## config.mk

```make
export PLATFORM = sky130hd
export DESIGN_NAME = qscf_modmul
export DESIGN_NICKNAME = d
export VERILOG_FILES = /design/src/qscf_modmul.sv
export SDC_FILE = /design/constraint.sdc
export NUM_CORES = 1
export LEC_CHECK = 0
export ABC_AREA = 0
export BUFFER_PORTS_ARGS = -buffer_cell sky130_fd_sc_hd__clkbuf_2
export CAP_MARGIN = 5
export CORE_MARGIN = 4
export CORE_UTILIZATION = 50
export DETAILED_ROUTE_END_ITERATION = 12
export PLACE_DENSITY = 0.82
export RECOVER_POWER = 25
export SLEW_MARGIN = 30
export SYNTH_ARGS = -nofsm -noshare
export SYNTH_HDL_FRONTEND = slang
export SYNTH_SLANG_ARGS = --single-unit
export TNS_END_PERCENT = 10
```

## constraint.sdc

```tcl
create_clock -name clk -period 5.15 [get_ports clk]
set_input_delay 0.2575 -clock clk [delete_from_list [all_inputs] [get_ports clk]]
set_output_delay 0.2575 -clock clk [all_outputs]
set_load 0.02 [all_outputs]
```

## src/qscf_modmul.sv

```systemverilog
// Bit-serial modular multiplier: r = (p * q) mod m, one bit of q per cycle.
// Requires p < m. Depends on nothing.
`timescale 1ns / 1ps

module qscf_modmul #(
	parameter int VW = 16,
	parameter int MW = 17,
	parameter int QW = 16
) (
	input  logic          clk,
	input  logic          arst_n,
	input  logic          go,
	input  logic [VW-1:0] p,
	input  logic [QW-1:0] q,
	input  logic [MW-1:0] m,
	output logic          done,
	output logic [VW-1:0] r
);

	localparam int TW = VW + 2;
	localparam int CW = $clog2(QW);
	localparam logic [CW-1:0] LAST = CW'(QW - 1);

	logic          busy_q;
	logic          done_q;
	logic [CW-1:0] cnt_q;
	logic [QW-1:0] q_q;
	logic [VW-1:0] p_q;
	logic [VW-1:0] r_q;

	logic [TW-1:0] t;
	logic [TW-1:0] m1;
	logic [TW-1:0] m2;
	logic [TW-1:0] t_red;

	// r <- (2r + bit*p) mod m; the sum stays below 3m
	always_comb begin
		m1 = TW'(m);
		m2 = {m1[TW-2:0], 1'b0};
		t  = {1'b0, r_q, 1'b0} + (q_q[QW-1] ? TW'(p_q) : '0);
		if (t >= m2) begin
			t_red = t - m2;
		end else if (t >= m1) begin
			t_red = t - m1;
		end else begin
			t_red = t;
		end
	end

	// control
	always_ff @(posedge clk or negedge arst_n) begin
		if (!arst_n) begin
			busy_q <= 1'b0;
			done_q <= 1'b0;
			cnt_q  <= '0;
		end else begin
			done_q <= 1'b0;
			if (go) begin
				busy_q <= 1'b1;
				cnt_q  <= '0;
			end else if (busy_q) begin
				cnt_q <= cnt_q + 1'b1;
				if (cnt_q == LAST) begin
					busy_q <= 1'b0;
					done_q <= 1'b1;
				end
			end
		end
	end

	// datapath
	always_ff @(posedge clk) begin
		if (go) begin
			p_q <= p;
			q_q <= q;
			r_q <= '0;
		end else if (busy_q) begin
			q_q <= {q_q[QW-2:0], 1'b0};
			r_q <= VW'(t_red);
		end
	end

	assign done = done_q;
	assign r    = r_q;

endmodule

```

==> key figures <==
Logic synthesis
  • Number of synthesized flops with an enable pin: 32
  • Flops & latches, synth: 54
  • Warnings from Yosys: 0
  • Mapped Nets: 605
  • Asr flop ratio synth: 11.1%
  • Mean Syn Cell Area: 9.25 µm²
  • Sequential-to-total area share from yosys stat: 31.0%
  • Predominant post-synthesis flop cell: edfxtp_1
  • Mapped Area: 0.00462 mm²
  • Unique masters post-synth: 63
  • Synth Instances: 500

Clock tree
  • Clk root buf: clkbuf_8
  • Max Root-Sink Buffers: 2
  • # H-tree levels: 2
  • Clock-pin slew on the worst setup and hold paths: 100 ps
  • CTS tree: done
  • CTS Sinks: 54
  • CTS buffer count: 5
  • Clk Latency, worst-skew pair: 300 ps

Setup path
  • WS Path Type: reg2reg
  • WP data arrival: 4980 ps
  • Worst Setup End Kind: register
  • Crit-path max FO: 22
  • Worst setup SP type: register
  • Critical Path RT: 5330 ps

GRT
  • Vias in the first global route: 4067
  • Gr ovfl total: 0
  • First-pass GRT wire length: 19600 µm
  • GR Util met1: 28.8%
  • GRT Total Usage: 21.5%
  • Met3 Use GR: 4.53%
  • Initial antenna violation count: 0
  • Busiest grt layer: met2
  • Largest net degree at the start of global routing: 47
  • Global Route met2 Usage: 35.2%

Outcome
  • Status: finished clean

STA
  • Fin Clk Skew: 7.85 ps
  • Min Hold Slack: 120 ps
  • TNS Setup: 0 ps
  • Setup violations, final: 0
  • Final Hold Fails: 0
  • Fin crit share: 93.1%
  • Tightest Pin Transition: 696 ps
  • Slew headroom: 53.6%
  • Final min period: 4800 ps
  • Max-slew violations: 0
  • Final worst setup slack: 353 ps
  • Fmax: 0.208 GHz
  • Setup repair after global routing missed its margin: false

Layout
  • Most frequent cells in the layout: clkbuf_2 (67), ha_1 (50), nor2_1 (40)
  • Commonest non-fill, non-tap cell in the layout: clkbuf_2
  • Share of layout cells above drive strength 1: 18.6%
  • Synthesis-to-finish area growth: 12.8%
  • Final nets: 673
  • Antenna cells: 0

Detailed routing
  • Vias per cell: 6.08
  • Number of routed nets with antenna violations: 0
  • Pre-Repair DR Iteration Count: 5
  • DR WL/cell: 17.2 µm
  • DR iter-0 viols: 252
  • Final WL: 11600 µm
  • Routed via count: 4117
  • DRC: 0

Floorplan
  • Initial Utilization: 52.2%
  • DIE HEIGHT: 104 µm
  • Row count: 34
  • Core footprint: 0.00885 mm²
  • Die Wd: 104 µm
  • Ports: 69
  • Die area: 0.0108 mm²

Power and ir drop
  • Peak VDD IR: 0.248 mV
  • Leak: 0.00240 µW
  • Total power per unit cell area: 585 mW/mm²

Placed design
  • Gpl congestion: 0.962
  • Port buffer count: 68
  • Final HPWL DP: 9190 µm
  • Pre-CTS WS: 326 ps

Hold path
  • Worst Hold Class: in2reg

Job
  • Maxcap violations: 0
[layer usage]
layer | routed length [µm] | part of all wire [%]
met2 | 5360 | 46
met5 | 0 | 0
met1 | 5090 | 44
met4 | 211 | 1.8
met3 | 960 | 8.3
[synth_stat cells, drive strengths merged (4+ instances only)]
cell / number / area share (%)
a211o: 6 / 1.1
a211oi: 14 / 2.3
a21o: 9 / 1.5
a21oi: 33 / 3.6
a31oi: 4 / 0.54
and2: 17 / 2.4
and3: 4 / 0.54
buf: 5 / 0.92
clkbuf: 10 / 0.81
dfrtp: 6 / 3.2
dfxtp: 16 / 6.9
edfxtp: 32 / 21
ha: 50 / 14
inv: 28 / 2.3
mux2: 20 / 4.9
mux2i: 6 / 1.3
nand2: 30 / 2.4
nand2b: 7 / 0.95
nand3: 10 / 1.1
nand4: 8 / 1.1
nor2: 41 / 3.4
nor2b: 9 / 1.2
nor3: 15 / 1.6
nor3b: 5 / 0.81
o211ai: 6 / 0.97
o21a: 7 / 1.1
o21ai: 21 / 2.3
xnor2: 22 / 4.2
xor2: 16 / 3.0
[critical path: stages (launching register included)]
cell	delay, ps
edfxtp_1	430
nand2_1	130
inv_1	60
ha_1	280
a211oi_1	320
o21ai_0	170
a31oi_2	260
o31ai_1	130
a21o_1	230
a211o_1	330
and2_1	200
ha_1	330
or3_1	320
o211ai_1	110
o21ai_0	190
a311oi_4	330
buf_6	240
mux2_1	350
a21oi_1	180
nor3_1	70
[logic make-up (layout without fill, tap and decap cells)]
kind of cell	Yosys count	count (layout)	share of synthesized area, %
AND/OR/NAND/NOR	152	152	16.4
adder cells (fa/ha/maj)	53	53	14.8
AO/OA/AOI/OAI	133	133	20.4
multiplexers	26	26	6.17
XOR/XNOR	38	38	7.20
flip-flops	54	54	31.0
buffers and inverters	44	113	4.09
[through the flow]
step                      instances  power (µW)  utilization (%)  instance area (µm²)
after floorplan                 500        2210                -                 4620
after global placement          668        2640             57.5                 5090
after detailed placement        668        2700             57.5                 5090
after CTS                       677        3010             58.8                 5200
after global routing            677        3290             58.9                 5210
final                           677        3050             58.9                 5210
[final timing paths]
kind                          from  endpoint  slack [ps]  cells after the start
min reg2reg                   r[6]      r[6]         520                      2
min                           p[3]    p_q[3]         120                      1
min in group asynchronous   arst_n      done         350                      2
max                        q_q[15]      r[6]         350                     19
max in group asynchronous   arst_n  cnt_q[0]        4560                      2
max reg2reg                q_q[15]      r[6]         350                     19
[flip-flops by register name, indices dropped and copies added, names as in the netlist]
register,count
cnt_q,4
q_q,16
r,16
p_q,16
done,1
busy_q,1
[where the power goes]
group / total [µW] / switching, µW / leakage [µW] / internal [µW]
Combinational: 2180 / 1260 / 0.00181 / 919
Clock: 277 / 133 / 0.0000528 / 144
Sequential: 597 / 62.1 / 0.000537 / 535
[what timing repair did]
| action | CTS | global route |
|---|---|---|
| setup endpoints to repair | 0 | 8 |
| gates resized for setup | 0 | 2 |
| hold buffers | 1 | 0 |
| endpoints found under the hold margin | 6 | 0 |
| buffers inserted | 0 | 0 |
[final cells by class]
type	count	area (µm²)
Clock buffer	6	72.6
Clock inverter	2	33.8
Fill cell	786	3630
Inverter	29	109
Multi-Input combinational cell	402	3010
Sequential cell	54	1430
Tap cell	108	135
Timing Repair Buffer	76	418
(Power assumes the default switching activity.)
